File: src/rtl/epfm_pkg.sv
// Package for the edge period and frequency meter.
// Holds widths, constants, the sequencer state type and control structs.
// No dependencies.
`timescale 1ns / 1ps

package epfm_pkg;

  // Default counter and wrap-count widths
  localparam int COUNTER_BITS_DEF = 32;
  localparam int WRAP_BITS_DEF    = 8;

  // Field widths
  localparam int CAP_W  = 32;
  localparam int CLK_W  = 8;
  localparam int PER_W  = 40;
  localparam int NS_W   = 50;
  localparam int FQ_W   = 38;

  // Shared divider sizing
  localparam int DIV_NUM_W = NS_W;
  localparam int DIV_DEN_W = PER_W;
  localparam int DIV_CNT_W = $clog2(DIV_NUM_W + 1);

  // Constants
  localparam logic [CLK_W-1:0] CLK_MHZ_RESET   = 8'd48;
  localparam logic [FQ_W-1:0]  MILLIHZ_PER_MHZ = 38'd1000000000;

  // Input kind carried in tuser
  localparam logic CMD_WRAP = 1'b0;
  localparam logic CMD_EDGE = 1'b1;

  // Sequencer states
  typedef enum logic [2:0] {
    ST_IDLE,
    ST_NS_GO,
    ST_NS_RUN,
    ST_FQ_GO,
    ST_FQ_RUN,
    ST_DONE
  } epfm_state_e;

  // Sequencer -> datapath controls
  typedef struct packed {
    logic in_ready;
    logic clr_res;
    logic div_start;
    logic div_fq;
    logic cap_ns;
    logic cap_fq;
    logic load_out;
  } epfm_ctrl_t;

  // Datapath -> sequencer status
  typedef struct packed {
    logic in_fire;
    logic div_done;
    logic clk_zero;
    logic per_zero;
    logic out_free;
  } epfm_stat_t;

endpackage

File: src/rtl/epfm_div.sv
// Shared iterative restoring divider, one quotient bit per cycle.
// Depends on epfm_pkg for default widths.
`timescale 1ns / 1ps

module epfm_div #(
  parameter int NUM_W = epfm_pkg::DIV_NUM_W,
  parameter int DEN_W = epfm_pkg::DIV_DEN_W,
  parameter int CNT_W = epfm_pkg::DIV_CNT_W
) (
  input  logic             clk_i,
  input  logic             rst_ni,
  input  logic             start_i,
  input  logic [NUM_W-1:0] num_i,    // dividend, left aligned
  input  logic [DEN_W-1:0] den_i,
  input  logic [CNT_W-1:0] steps_i,  // number of quotient bits to produce
  output logic [NUM_W-1:0] quot_o,   // quotient in the low steps_i bits
  output logic             done_o
);

  logic [DEN_W-1:0] rem_q, rem_d;
  logic [NUM_W-1:0] sr_q, sr_d;
  logic [DEN_W-1:0] den_q;
  logic [CNT_W-1:0] cnt_q;
  logic             busy_q, done_q;
  logic [DEN_W:0]   rem_sh;
  logic             fits;

  // One restoring step: shift in next dividend bit, trial subtract
  always_comb begin
    rem_sh = {rem_q, sr_q[NUM_W-1]};
    fits   = (rem_sh >= {1'b0, den_q});
    if (fits) begin
      rem_d = DEN_W'(rem_sh - {1'b0, den_q});
    end else begin
      rem_d = rem_sh[DEN_W-1:0];
    end
    sr_d = {sr_q[NUM_W-2:0], fits};
  end

  // Control: step counter and done pulse
  always_ff @(posedge clk_i or negedge rst_ni) begin
    if (!rst_ni) begin
      busy_q <= 1'b0;
      done_q <= 1'b0;
      cnt_q  <= '0;
    end else begin
      done_q <= 1'b0;
      if (start_i) begin
        busy_q <= 1'b1;
        cnt_q  <= steps_i;
      end else if (busy_q) begin
        cnt_q <= cnt_q - 1'b1;
        if (cnt_q == CNT_W'(1)) begin
          busy_q <= 1'b0;
          done_q <= 1'b1;
        end
      end
    end
  end

  // Datapath registers
  always_ff @(posedge clk_i) begin
    if (start_i) begin
      rem_q <= '0;
      sr_q  <= num_i;
      den_q <= den_i;
    end else if (busy_q) begin
      rem_q <= rem_d;
      sr_q  <= sr_d;
    end
  end

  assign quot_o = sr_q;
  assign done_o = done_q;

endmodule

File: src/rtl/epfm_seq.sv
// Sequencer for the meter: runs the ns division then the frequency division.
// Depends on epfm_pkg for state and control types.
`timescale 1ns / 1ps

module epfm_seq (
  input  logic                clk_i,
  input  logic                rst_ni,
  input  epfm_pkg::epfm_stat_t stat_i,
  output epfm_pkg::epfm_ctrl_t ctrl_o
);

  epfm_pkg::epfm_state_e state_q, state_d;

  always_ff @(posedge clk_i or negedge rst_ni) begin
    if (!rst_ni) begin
      state_q <= epfm_pkg::ST_IDLE;
    end else begin
      state_q <= state_d;
    end
  end

  // Next state
  always_comb begin
    state_d = state_q;
    unique case (state_q)
      epfm_pkg::ST_IDLE: begin
        if (stat_i.in_fire) state_d = epfm_pkg::ST_NS_GO;
      end
      epfm_pkg::ST_NS_GO: begin
        state_d = stat_i.clk_zero ? epfm_pkg::ST_DONE : epfm_pkg::ST_NS_RUN;
      end
      epfm_pkg::ST_NS_RUN: begin
        if (stat_i.div_done) begin
          state_d = stat_i.per_zero ? epfm_pkg::ST_DONE : epfm_pkg::ST_FQ_GO;
        end
      end
      epfm_pkg::ST_FQ_GO: begin
        state_d = epfm_pkg::ST_FQ_RUN;
      end
      epfm_pkg::ST_FQ_RUN: begin
        if (stat_i.div_done) state_d = epfm_pkg::ST_DONE;
      end
      epfm_pkg::ST_DONE: begin
        if (stat_i.out_free) state_d = epfm_pkg::ST_IDLE;
      end
      default: state_d = epfm_pkg::ST_IDLE;
    endcase
  end

  // Outputs
  always_comb begin
    ctrl_o = '0;
    unique case (state_q)
      epfm_pkg::ST_IDLE: begin
        ctrl_o.in_ready = 1'b1;
      end
      epfm_pkg::ST_NS_GO: begin
        ctrl_o.clr_res   = 1'b1;
        ctrl_o.div_start = !stat_i.clk_zero;
      end
      epfm_pkg::ST_NS_RUN: begin
        ctrl_o.cap_ns = stat_i.div_done;
      end
      epfm_pkg::ST_FQ_GO: begin
        ctrl_o.div_start = 1'b1;
        ctrl_o.div_fq    = 1'b1;
      end
      epfm_pkg::ST_FQ_RUN: begin
        ctrl_o.div_fq = 1'b1;
        ctrl_o.cap_fq = stat_i.div_done;
      end
      epfm_pkg::ST_DONE: begin
        ctrl_o.load_out = stat_i.out_free;
      end
      default: ctrl_o = '0;
    endcase
  end

endmodule

File: src/rtl/edge_period_frequency_meter.sv
// Top level of the edge period and frequency meter.
// Depends on epfm_pkg, epfm_seq and epfm_div.
`timescale 1ns / 1ps

// Usage:
//   Input stream: tuser = command (0 wrap, 1 edge), tdata = captured count.
//   A wrap request bumps a saturating wrap count; an edge request closes a
//   period from the previous capture, the current one and the wraps between.
//   Every request gives one result: period in ticks, in ns, frequency in mHz,
//   and in tuser a flag set when the wrap count had saturated.
//   cfg_wr_en_i/cfg_wr_data_i write the timer clock in MHz (reset 48); write
//   only while no request is in flight.
//   Timing: one shared divider produces one quotient bit per cycle. The ns
//   value takes 50 steps, the frequency 38; a result is valid after setup,
//   both divisions and capture, and the next request is accepted once the
//   sequencer is idle again. A zero period skips the frequency division, a
//   zero clock register skips both.
//   s_axis_tready_o is high only while the sequencer is idle.
//   The result sits in an output register; a new request is accepted while it
//   waits, and the sequencer holds its finished result until that register
//   frees up, so a stalled receiver stalls the input after one request.
//   Reset clears all state, restores the clock register and empties output.
module edge_period_frequency_meter #(
  parameter int COUNTER_BITS = epfm_pkg::COUNTER_BITS_DEF,
  parameter int WRAP_BITS    = epfm_pkg::WRAP_BITS_DEF
) (
  input  logic         clk_i,
  input  logic         rst_ni,
  input  logic         cfg_wr_en_i,
  input  logic [7:0]   cfg_wr_data_i,   // timer_clock_mhz
  input  logic         s_axis_tvalid_i,
  output logic         s_axis_tready_o,
  input  logic [31:0]  s_axis_tdata_i,  // [31:0] captured_count
  input  logic         s_axis_tuser_i,  // [0] command
  output logic         m_axis_tvalid_o,
  input  logic         m_axis_tready_i,
  // [39:0] period_counts, [89:40] period_ns, [127:90] frequency_mhz_milli
  output logic [127:0] m_axis_tdata_o,
  output logic         m_axis_tuser_o   // [0] wraps_saturated
);

  localparam int PER_W = epfm_pkg::PER_W;
  localparam int NS_W  = epfm_pkg::NS_W;
  localparam int FQ_W  = epfm_pkg::FQ_W;
  localparam int NUM_W = epfm_pkg::DIV_NUM_W;
  localparam int DEN_W = epfm_pkg::DIV_DEN_W;
  localparam int CNT_W = epfm_pkg::DIV_CNT_W;
  localparam int SUM_W = (COUNTER_BITS + WRAP_BITS > PER_W) ?
                         (COUNTER_BITS + WRAP_BITS) : PER_W;
  localparam logic [WRAP_BITS-1:0] WRAP_MAX = {WRAP_BITS{1'b1}};

  epfm_pkg::epfm_ctrl_t ctrl;
  epfm_pkg::epfm_stat_t stat;

  logic [epfm_pkg::CLK_W-1:0] clk_mhz_q;
  logic [COUNTER_BITS-1:0]    last_cap_q;
  logic [WRAP_BITS-1:0]       wrap_q;
  logic [PER_W-1:0]           period_q;
  logic                       sat_q;
  logic [NS_W-1:0]            ns_q;
  logic [FQ_W-1:0]            fq_q;

  logic                       m_valid_q;
  logic [PER_W-1:0]           m_per_q;
  logic [NS_W-1:0]            m_ns_q;
  logic [FQ_W-1:0]            m_fq_q;
  logic                       m_sat_q;

  logic                       in_fire;
  logic [COUNTER_BITS-1:0]    cap;
  logic [COUNTER_BITS-1:0]    diff;
  logic [SUM_W-1:0]           per_sum;
  logic [NS_W-1:0]            ns_num;
  logic [FQ_W-1:0]            fq_num;
  logic [NUM_W-1:0]           div_num;
  logic [DEN_W-1:0]           div_den;
  logic [CNT_W-1:0]           div_steps;
  logic [NUM_W-1:0]           div_quot;
  logic                       div_done;

  assign in_fire = s_axis_tvalid_i && ctrl.in_ready;
  assign s_axis_tready_o = ctrl.in_ready;

  // Configuration register
  always_ff @(posedge clk_i or negedge rst_ni) begin
    if (!rst_ni) begin
      clk_mhz_q <= epfm_pkg::CLK_MHZ_RESET;
    end else if (cfg_wr_en_i) begin
      clk_mhz_q <= cfg_wr_data_i;
    end
  end

  // Period from previous and current capture plus whole wraps
  assign cap     = s_axis_tdata_i[COUNTER_BITS-1:0];
  assign diff    = last_cap_q - cap;
  assign per_sum = SUM_W'(diff) + (SUM_W'(wrap_q) << COUNTER_BITS);

  // Measurement state
  always_ff @(posedge clk_i or negedge rst_ni) begin
    if (!rst_ni) begin
      last_cap_q <= '0;
      wrap_q     <= '0;
      period_q   <= '0;
      sat_q      <= 1'b0;
    end else if (in_fire) begin
      if (s_axis_tuser_i == epfm_pkg::CMD_WRAP) begin
        if (wrap_q != WRAP_MAX) wrap_q <= wrap_q + 1'b1;
        sat_q <= (wrap_q >= WRAP_MAX - 1'b1);
      end else begin
        sat_q      <= (wrap_q == WRAP_MAX);
        period_q   <= per_sum[PER_W-1:0];
        wrap_q     <= '0;
        last_cap_q <= cap;
      end
    end
  end

  // Dividends: period*1000 as shifts and adds, clock*1e9 by a constant
  assign ns_num = (NS_W'(period_q) << 10) - (NS_W'(period_q) << 5)
                + (NS_W'(period_q) << 3);
  assign fq_num = FQ_W'(clk_mhz_q) * epfm_pkg::MILLIHZ_PER_MHZ;

  // Shared divider operand select
  always_comb begin
    if (ctrl.div_fq) begin
      div_num   = {fq_num, {(NUM_W - FQ_W){1'b0}}};
      div_den   = DEN_W'(period_q);
      div_steps = CNT_W'(FQ_W);
    end else begin
      div_num   = ns_num;
      div_den   = DEN_W'(clk_mhz_q);
      div_steps = CNT_W'(NS_W);
    end
  end

  epfm_div #(
    .NUM_W (NUM_W),
    .DEN_W (DEN_W),
    .CNT_W (CNT_W)
  ) u_div (
    .clk_i   (clk_i),
    .rst_ni  (rst_ni),
    .start_i (ctrl.div_start),
    .num_i   (div_num),
    .den_i   (div_den),
    .steps_i (div_steps),
    .quot_o  (div_quot),
    .done_o  (div_done)
  );

  // Sequencer status
  always_comb begin
    stat          = '0;
    stat.in_fire  = in_fire;
    stat.div_done = div_done;
    stat.clk_zero = (clk_mhz_q == '0);
    stat.per_zero = (period_q == '0);
    stat.out_free = !m_valid_q || m_axis_tready_i;
  end

  epfm_seq u_seq (
    .clk_i  (clk_i),
    .rst_ni (rst_ni),
    .stat_i (stat),
    .ctrl_o (ctrl)
  );

  // Quotient capture
  always_ff @(posedge clk_i) begin
    if (ctrl.clr_res) begin
      ns_q <= '0;
      fq_q <= '0;
    end else begin
      if (ctrl.cap_ns) ns_q <= div_quot[NS_W-1:0];
      if (ctrl.cap_fq) fq_q <= div_quot[FQ_W-1:0];
    end
  end

  // Output register
  always_ff @(posedge clk_i or negedge rst_ni) begin
    if (!rst_ni) begin
      m_valid_q <= 1'b0;
    end else if (ctrl.load_out) begin
      m_valid_q <= 1'b1;
    end else if (m_axis_tready_i) begin
      m_valid_q <= 1'b0;
    end
  end

  always_ff @(posedge clk_i) begin
    if (ctrl.load_out) begin
      m_per_q <= period_q;
      m_ns_q  <= ns_q;
      m_fq_q  <= fq_q;
      m_sat_q <= sat_q;
    end
  end

  assign m_axis_tvalid_o = m_valid_q;
  assign m_axis_tdata_o  = {m_fq_q, m_ns_q, m_per_q};
  assign m_axis_tuser_o  = m_sat_q;

endmodule

File: config.mk
export PLATFORM = sky130hd
export DESIGN_NAME = edge_period_frequency_meter
export DESIGN_NICKNAME = d
export VERILOG_FILES = /design/src/rtl/epfm_pkg.sv /design/src/rtl/epfm_div.sv /design/src/rtl/epfm_seq.sv /design/src/rtl/edge_period_frequency_meter.sv
export SDC_FILE = /design/constraint.sdc
export NUM_CORES = 1
export LEC_CHECK = 0
export BUFFER_PORTS_ARGS = -buffer_cell sky130_fd_sc_hd__buf_4
export CAP_MARGIN = 30
export CELL_PAD_IN_SITES_DETAIL_PLACEMENT = 1
export CELL_PAD_IN_SITES_GLOBAL_PLACEMENT = 1
export CORE_UTILIZATION = 48
export CTS_CLUSTER_DIAMETER = 60
export CTS_CLUSTER_SIZE = 10
export DETAILED_ROUTE_END_ITERATION = 16
export GPL_TIMING_DRIVEN = 0
export PLACE_DENSITY_LB_ADDON = 0.05
export REMOVE_ABC_BUFFERS = 1
export SYNTH_ARGS = -nofsm -noshare
export SYNTH_HDL_FRONTEND = slang
export SYNTH_SLANG_ARGS = --single-unit
File: constraint.sdc
create_clock -name clk_i -period 8.1 [get_ports clk_i]
set_input_delay 0.405 -clock clk_i [delete_from_list [all_inputs] [get_ports clk_i]]
set_output_delay 0.405 -clock clk_i [all_outputs]
set_load 0.005 [all_outputs]
Word level (Yosys, flattened, before mapping)
Cells that the tools add are included.
{"block": "word_totals", "ff_bits": 448, "output_inout_bits": 131, "word_cells": 89}
{"block": "classes", "addsub": 7, "mul": 1, "n_lt_le_gt_ge": 2, "eq_ne": 12, "muxes": 33, "reduce_logical": 14}
{"cell": "50-bit 2-to-1 mux", "n": 3}
{"cell": "50-bit by 43-bit adder with 50-bit output", "n": 1}
{"cell": "50-bit by 45-bit subtractor with 50-bit output", "n": 1}
{"cell": "41-bit by 40-bit >= comparator with 1-bit output", "n": 1}
{"cell": "32-bit by 40-bit adder with 40-bit output", "n": 1}
{"cell": "40-bit logical NOT", "n": 1}
{"cell": "40-bit 2-to-1 mux", "n": 1}
{"cell": "40-bit subtractor", "n": 1}
{"cell": "32-bit subtractor", "n": 1}
{"cell": "8-bit by 21-bit multiplier with 29-bit output (second input constant)", "n": 1}
{"cell": "8-bit 2-to-1 mux", "n": 3}
{"cell": "3-bit 2-to-1 mux", "n": 6}
{"cell": "3-bit one-hot mux with 6 select lines", "n": 1}
{"cell": "1-bit 2-to-1 mux", "n": 15}
{"cell": "6-bit 2-to-1 mux", "n": 2}
{"cell": "8-bit by 1-bit adder with 8-bit output (second input constant)", "n": 1}
{"cell": "8-bit == test (second input constant)", "n": 1}
{"cell": "8-bit >= comparator (second input constant)", "n": 1}
{"cell": "8-bit logical NOT", "n": 1}
{"cell": "8-bit != test (second input constant)", "n": 1}
{"cell": "3-bit by 2-bit == test with 1-bit output (second input constant)", "n": 2}
{"cell": "3-bit == test (second input constant)", "n": 2}
{"cell": "6-bit by 1-bit == test with 1-bit output (second input constant)", "n": 1}
{"cell": "2-bit != test (second input constant)", "n": 3}
{"cell": "13 further kinds", "n": 17}

Longest topological paths before layout
Gate-level depths: netlist (run 1).
{"block": "depth", "depth_word": 5, "mapped_depth": 19, "depth_no_buf": 19}

Hierarchy
A second synthesis (run 1) with hierarchy kept.
{"block": "hier_totals", "cells_unflattened": 2763, "area_unflattened_um2": 27306.2}
{"mod": "edge_period_frequency_meter", "n_inst": 1, "cells_each": 1949, "area_per_inst_um2": 19155.9}
{"mod": "epfm_div", "n_inst": 1, "cells_each": 777, "area_per_inst_um2": 7872.6}
{"mod": "epfm_seq", "n_inst": 1, "cells_each": 37, "area_per_inst_um2": 277.8}

Least setup slack after synthesis (run 1)
Ideal clock, no wire load.
{"block": "synth_path", "path_type": "register -> register", "startpoint": "register u_seq.state_q[2]", "endpoint": "register m_sat_q (netlist: m_axis_tuser_o) (enable)", "setup_time_ps": 619, "arrival_ps": 6277, "setup_slack_ps": 1204, "stages_incl_launch_ff": 5, "synth_period_minus_slack_ps": 6896, "path_cell_list": "dfrtp_1 clkbuf_1 nor2b_1 nand2_1 nor2_1"}
{"element": "from (decl)", "line": "epfm_seq.sv:12", "rtl": "epfm_pkg::epfm_state_e state_q, state_d;"}
{"element": "from (signal assigned)", "line": "epfm_seq.sv:16", "rtl": "state_q <= epfm_pkg::ST_IDLE;"}
{"element": "from (signal assigned)", "line": "epfm_seq.sv:18", "rtl": "state_q <= state_d;"}
{"element": "to (signal assigned)", "line": "edge_period_frequency_meter.sv:195", "rtl": "m_sat_q <= sat_q;"}
{"element": "to (decl)", "line": "edge_period_frequency_meter.sv:67", "rtl": "logic m_sat_q;"}

Final worst setup path (run 1)
{"block": "layout_path", "startpoint": "register clk_mhz_q[1] in the netlist's numbering", "endpoint": "register u_div.sr_q[48] (netlist: u_div.quot_o[48]) (data pin)"}
{"block": "layout_between", "elab_chain_cells": 4, "word_cells_on_any_way": 6, "cone_classes": "mul: 1; mux: 3; reduce/logical: 2"}
{"element": "from (decl)", "line": "edge_period_frequency_meter.sv:55", "rtl": "logic [epfm_pkg::CLK_W-1:0] clk_mhz_q;"}
{"element": "from (signal assigned)", "line": "edge_period_frequency_meter.sv:87", "rtl": "clk_mhz_q <= epfm_pkg::CLK_MHZ_RESET;"}
{"element": "from (signal assigned)", "line": "edge_period_frequency_meter.sv:89", "rtl": "clk_mhz_q <= cfg_wr_data_i;"}
{"element": "branches (longest 3 deep; another with 8-bit by 21-bit multiplier with 29-bit output)"}
{"element": "50-bit 2-to-1 mux (*)", "line": "epfm_div.sv:63", "rtl": "if (start_i) begin"}
{"element": "to (signal assigned)", "line": "epfm_div.sv:65", "rtl": "sr_q <= num_i;"}
{"element": "to (signal assigned)", "line": "epfm_div.sv:69", "rtl": "sr_q <= sr_d;"}
{"element": "to (decl)", "line": "epfm_div.sv:21", "rtl": "logic [NUM_W-1:0] sr_q, sr_d;"}
Every way passes the cells marked *.
A chain may end at the register's enable or synchronous reset.

==> results of run 1 <==
==> placed cells by master, fill, tap and decap left out, types with 58 or more instances in the layout <==
cell type,n
nand2_1,395
inv_1,272
a21oi_1,243
o21ai_0,228
edfxtp_1,219
ha_1,204
buf_4,177
nor2_1,142
dfxtp_1,128
dfrtp_1,98
a21o_1,81
fa_1,79
xnor2_1,68
clkbuf_16,58
==> per-layer routing <==
metal  GRT usage [%]  vias to the layer above  part of all wire (%)
li1                -                    10200                     -
met1            36.9                    10700                    44
met2            49.1                      383                    50
met3            3.38                      114                   3.9
met4            8.99                        0                   2.7
met5               0                        -                     0
==> worst register-to-register path: cells and delay by family, from the launching register on <==
family | cells | cell delay, ns
adders and majority gates | 4 | 1.95
AOI/OAI and AO/OA | 6 | 1.59
DFF | 1 | 0.84
and+or+nand+nor | 4 | 0.72
buffers and inverters | 4 | 0.45
==> final cells by class <==
class / instances / area (µm²)
clock buffers: 94 / 1640
flip-flops and latches: 448 / 11700
multi-input cells: 1976 / 13700
fillers: 6163 / 24000
repair buffers: 214 / 1920
inverters: 274 / 1030
clock inverters: 12 / 164
well taps: 748 / 936
==> registers in the layout, summed over array words and instances, names as in the netlist <==
register,flops
wrap_q,8
fq_q,38
u_div.done_o,1
u_div.busy_q,1
u_div.quot_o,50
m_ns_q,50
m_fq_q,38
clk_mhz_q,8
m_axis_tuser_o,1
u_seq.state_q,3
u_div.rem_q,40
m_axis_tvalid_o,1
sat_q,1
u_div.cnt_q,6
u_div.den_q,40
last_cap_q,32
m_per_q,40
period_q,40
ns_q,50
==> path summary, 6_finish.rpt <==
kind	cells after the start	end	slack (ns)
max	18	u_div.quot_o[48]$_DFFE_PP_	2.29
min	3	clk_mhz_q[5]$_DFFE_PN1P_	0.03
max reg2reg	18	u_div.quot_o[48]$_DFFE_PP_	2.29
min reg2reg	0	m_ns_q[23]$_DFFE_PP_	0.43
max in group asynchronous	3	clk_mhz_q[5]$_DFFE_PN1P_	6.97
min in group asynchronous	2	last_cap_q[25]$_DFFE_PN0P_	0.32
==> cells by family (layout without fill, tap and decap cells) <==
kind of cell	count (synthesis)	after routing	share of synthesized area (%)
XOR/XNOR	122	122	3.99
adder cells (fa/ha/maj)	283	283	15.4
buffers and inverters	387	594	5.44
flip-flops	448	448	43.6
AO/OA/AOI/OAI	756	756	17.2
multiplexers	40	40	1.51
AND/OR/NAND/NOR	775	775	12.9
==> what timing repair did <==
| action | in CTS | in global routing |
|---|---|---|
| hold buffers | 10 | 0 |
| endpoints found under the setup margin | 0 | 0 |
| buffers inserted | 0 | 0 |
| hold endpoints to repair | 49 | 0 |
==> per-stage QoR <==
step / setup slack (ns) / cells
6_report: 2.29 / 3766
5_1_grt: 2.02 / 3766
4_1_cts: 2.28 / 3765
3_5_place_dp: 2.32 / 3649
3_3_place_gp: -8.55 / 3622
2_1_floorplan: -1.69 / 2698
==> impl_metrics.py, run 1 <==
metrics = {
    "detailed_routing": {
        "drtPass1Iterations": 5,
        "routed_wl_um": 79900,
        "via_per_inst": 5.66,
        "vias": 21300,
        "ant_nets": 0,
        "drc": 0,
        "drt_iter0_markers": 1196,
        "wl_per_cell_um": 21.2,
    },
    "worst_hold_path": {
        "hp-start": "cfg_wr_data_i[5]",
        "hold_path_class": "primary input to flop",
    },
    "critical_path": {
        "path_delay_family": "adder cells",
        "crit_type": "flop to flop",
        "critPathSlowestCell": "dfrtp_1",
        "cp_max_fo": 11,
        "crit_start": "clk_mhz_q[1]$_DFFE_PN0P_",
        "critPathBufInv": 4,
        "cpMostUsedCell": "inv_1",
        "reg2reg_from": "clk_mhz_q[1]$_DFFE_PN0P_",
        "critPathCaptureType": "flop",
        "cp_data_required_time_ns": 8.46,
        "crit_chain": "inv_1, fa_1, inv_1, fa_1, inv_1, fa_1, inv_1, ha_1, o21a_1, o21ai_0, nand2b_1, a41oi_1, o211ai_1, a31oi_1, nor2b_1, or4_1, a21oi_1, nor3_1",
        "start_kind": "flop",
        "cp.arrival_ns": 6.17,
        "slowest_delay_ns": 0.84,
    },
    "finish": {
        "insertedDiodeCount": 0,
        "drive_above_1_share_pct": 10.6,
        "utilization_pct": 56.4,
        "areaGrowthSynthToFinish_pct": 16.0,
        "stdcell_area_mm2": 0.0311,
        "layout.nets": 3299,
    },
    "global_routing": {
        "grt_usage_pct": 28.3,
        "antenna_found_initial": 1,
        "grt_pass1_vias": 22700,
        "grt_pass1_wl_um": 126000,
        "grt_overflow": 0,
        "grt_max_degree": 94,
    },
    "clocking": {
        "clk_pin_slew_ns": 0.06,
        "ctsResizeCount": 0,
        "h-tree-depth": 2,
        "root_buffer": "clkbuf_16",
        "clock_sinks": 448,
        "cts-buffers-inserted": 56,
        "cts.path.max_buffers": 3,
        "cts_tree": "built",
        "clk-insertion-delay-late_ns": 0.64,
    },
    "sta": {
        "clock.fmax_mhz": 172,
        "finalMaxSlewViolations": 0,
        "setup_violations": 0,
        "relSlewSlack_pct": 38.6,
        "period_share_pct": 71.7,
        "finClkSkew_ns": 0.0443,
        "timing.final.crit_period_ns": 5.81,
        "worst_pin_slew_ns": 0.918,
        "rsz0062_at_grt": "no",
        "final_hold_viol_count": 0,
        "fin_tns_setup_ns": 0,
        "hold_ws_ns": 0.0252,
    },
    "placement": {
        "dp_hpwl_um": 60800,
        "gp_congestion": 0.895,
        "port_buffers": 176,
        "place_area_mm2": 0.0292,
    },
    "yosys": {
        "syn_inst": 2811,
        "ys.flop_type": "edfxtp_1",
        "yosysMostFrequentCell": "nand2_1",
        "yosysSeqAreaShare_pct": 43.6,
        "ys.warnings.count": 0,
        "synth_top_area_share_pct": 24.6,
        "ys_ff_latch": 448,
        "synthArstFlopShare_pct": 22.5,
        "synth.avg_cell_area_um2": 9.53,
        "synth_area_mm2": 0.0268,
        "synth_cell_type_count": 79,
        "synth-edff-count": 219,
        "synth_top_cell_by_area": "edfxtp_1",
        "ys_top_cells_by_count": "nand2_1, inv_1, a21oi_1",
        "ys_top_cells_by_area": "edfxtp_1, dfxtp_1, ha_1, dfrtp_1, fa_1",
    },
    "floorplanning": {
        "die_h_um": 238,
        "die_x_um": 238,
        "rows": 86,
        "dieArea_mm2": 0.0567,
        "start_util_pct": 48.6,
        "coreArea_mm2": 0.0551,
        "ios": 177,
    },
    "flow_run": {
        "maxCapViolCount": 0,
    },
    "run_status": {
        "status": "complete, no violations",
    },
}
Power of run 1 is not shown: default switching activity piles up to over one toggle a cycle in this logic, so the estimate is an artifact.
==> run 2, diff against run 1 <==
clock period = 5.6 ns   (was 8.1 ns; I/O delays follow)
==> run 2 against run 1 <==
Routed wire length rose by 1.5%. Sequential share of layout area fell by 0.55 points. Die area did not move. Clock skew fell by 0.0027 ns. Cell count rose by 1.2%. Via count rose by 1.2%. Register-to-register slack got worse by 2.1 ns. Design area rose by 1.6%. Non-clock buffer count rose by 45. Hold slack improved by 0.063 ns. Critical endpoint unchanged.
==> impl_metrics.py, run 2 (synthesized netlist as in run 1, its figures left out) <==
metrics = {
    "run_status": {
        "status": "complete, no violations",
    },
    "detailed_routing": {
        "drc": 0,
        "routed_wl_um": 81100,
        "wl_per_cell_um": 21.3,
        "vias": 21600,
        "drtPass1Iterations": 5,
        "ant_nets": 0,
        "via_per_inst": 5.67,
        "drt_iter0_markers": 1163,
    },
    "finish": {
        "areaGrowthSynthToFinish_pct": 17.8,
        "layout.nets": 3344,
        "insertedDiodeCount": 0,
        "regArea_mm2": 0.0117,
        "final_cell_mix": "nand2_1, inv_1, a21oi_1, o21ai_0, edfxtp_1",
        "final_common_cell": "nand2_1",
        "multi_input_area_mm2": 0.0137,
        "drive_above_1_share_pct": 10.7,
        "num-fill-cells": 6144,
        "finalNonFillerCells": 3811,
    },
    "clocking": {
        "clk-insertion-delay-late_ns": 0.64,
        "clock_sinks": 448,
        "cts-buffers-inserted": 56,
        "cts_tree": "built",
        "root_buffer": "clkbuf_16",
        "clk_pin_slew_ns": 0.06,
        "cts.path.max_buffers": 3,
        "post_cts_buffers": 0,
        "h-tree-depth": 2,
    },
    "critical_path": {
        "critPathCapture": "u_div.quot_o[48]$_DFFE_PP_",
        "critPathSlowestCell": "dfstp_4",
        "r2r_setup_slack_ns": 0.18,
        "r2r-end": "u_div.quot_o[48]$_DFFE_PP_",
        "crit_chain": "inv_1, fa_1, inv_1, fa_1, inv_1, fa_1, fa_1, inv_1, ha_1, or3_1, o211ai_1, o211ai_1, a31oi_1, nor2b_1, or4_1, a21oi_1, nor3_1",
        "reg2regPathDepth": 17,
        "slowest_delay_ns": 0.71,
        "start_kind": "flop",
        "reg2reg_from": "clk_mhz_q[5]$_DFFE_PN1P_",
        "cp_max_fo": 10,
        "cp.arrival_ns": 5.78,
        "critPathCaptureType": "flop",
        "crit_type": "flop to flop",
        "crit_start": "clk_mhz_q[5]$_DFFE_PN1P_",
        "cp_data_required_time_ns": 5.96,
    },
    "placement": {
        "dp_hpwl_um": 60800,
        "dp.cells": 3649,
        "gp_congestion": 0.895,
        "port_buffers": 176,
    },
    "global_routing": {
        "antenna_found_initial": 1,
        "grt_pass1_wl_um": 128000,
        "grt_overflow": 0,
        "grt_max_degree": 94,
        "grt_usage_pct": 28.7,
        "grt_pass1_vias": 23100,
    },
    "flow_run": {
        "maxCapViolCount": 0,
    },
    "sta": {
        "timing.final.crit_period_ns": 5.42,
        "setup_violations": 0,
        "final_hold_viol_count": 0,
        "rsz0062_at_grt": "no",
        "relSlewSlack_pct": 37.8,
        "period_share_pct": 96.9,
        "finalMaxSlewViolations": 0,
        "finClkSkew_ns": 0.0416,
        "worst_pin_slew_ns": 0.929,
        "clock.fmax_mhz": 184,
    },
    "worst_hold_path": {
        "hp-start": "m_axis_tready_i",
        "hold_path_class": "primary input to flop",
    },
    "floorplanning": {
        "coreArea_mm2": 0.0551,
        "die_x_um": 238,
        "dieArea_mm2": 0.0567,
        "start_util_pct": 48.6,
        "ios": 177,
        "rows": 86,
        "die_h_um": 238,
    },
}
[run 2: metrics by stage]
stage	util (%)	setup TNS (ns)	hold slack, ns	worst slack [ns]	cell area [µm²]
floorplan	-	-700.50	-0.0156	-4.19	26300
global route	57.3	0	0.0932	0.000604	31600
CTS	57.2	0	0.0731	0.0721	31500
global placement	51.9	-2561.23	0.413	-11.05	28600
detailed placement	52.9	-0.183	0.314	-0.183	29200
finish	57.3	0	0.0878	0.176	31600
[run 2: layout make-up]
type	count	share of cell area, %
multi-input combinational	1976	43.5
sequential	448	37.0
timing repair buffer	259	7.52
clock buffer	94	5.19
inverter	274	3.26
tap	748	2.97
clock inverter	12	0.519
[run 2: what timing repair did]
action,4_1_cts,5_1_grt
endpoints found under the setup margin,1,4
hold buffers,55,0
endpoints found under the hold margin,83,0
resized for setup,2,8
[run 2: metal layers]
metal | share of wire, % | wire length (µm) | vias up | GRT usage (%)
li1 | - | - | 10200 | -
met1 | 44 | 35800 | 10900 | 37.2
met2 | 50 | 40300 | 377 | 50.0
met3 | 3.5 | 2800 | 122 | 3.42
met4 | 2.8 | 2280 | 0 | 9.21
met5 | 0 | 0 | - | 0
[run 2: worst min path at each step]
stage / slack [ns] / to / cells after the start
floorplan: -0.02 / clk_mhz_q[0]$_DFFE_PN0P_ / 0
detailed placement: 0.31 / last_cap_q[23]$_DFFE_PN0P_ / 1
global route: 0.09 / m_axis_tvalid_o$_DFFE_PN0P_ / 3
global placement: 0.41 / m_ns_q[41]$_DFFE_PP_ / 0
finish: 0.09 / m_axis_tvalid_o$_DFFE_PN0P_ / 3
CTS: 0.07 / m_axis_tvalid_o$_DFFE_PN0P_ / 3
[run 2: worst max-delay path: cells and delay by family (launching register included)]
kind,cells,cell delay (ns)
fa+ha+maj,5,2.36
simple gates,4,0.99
compound gates,4,0.81
flops,1,0.71
buf+inv,4,0.28
Power of run 2 is left out for the same reason.
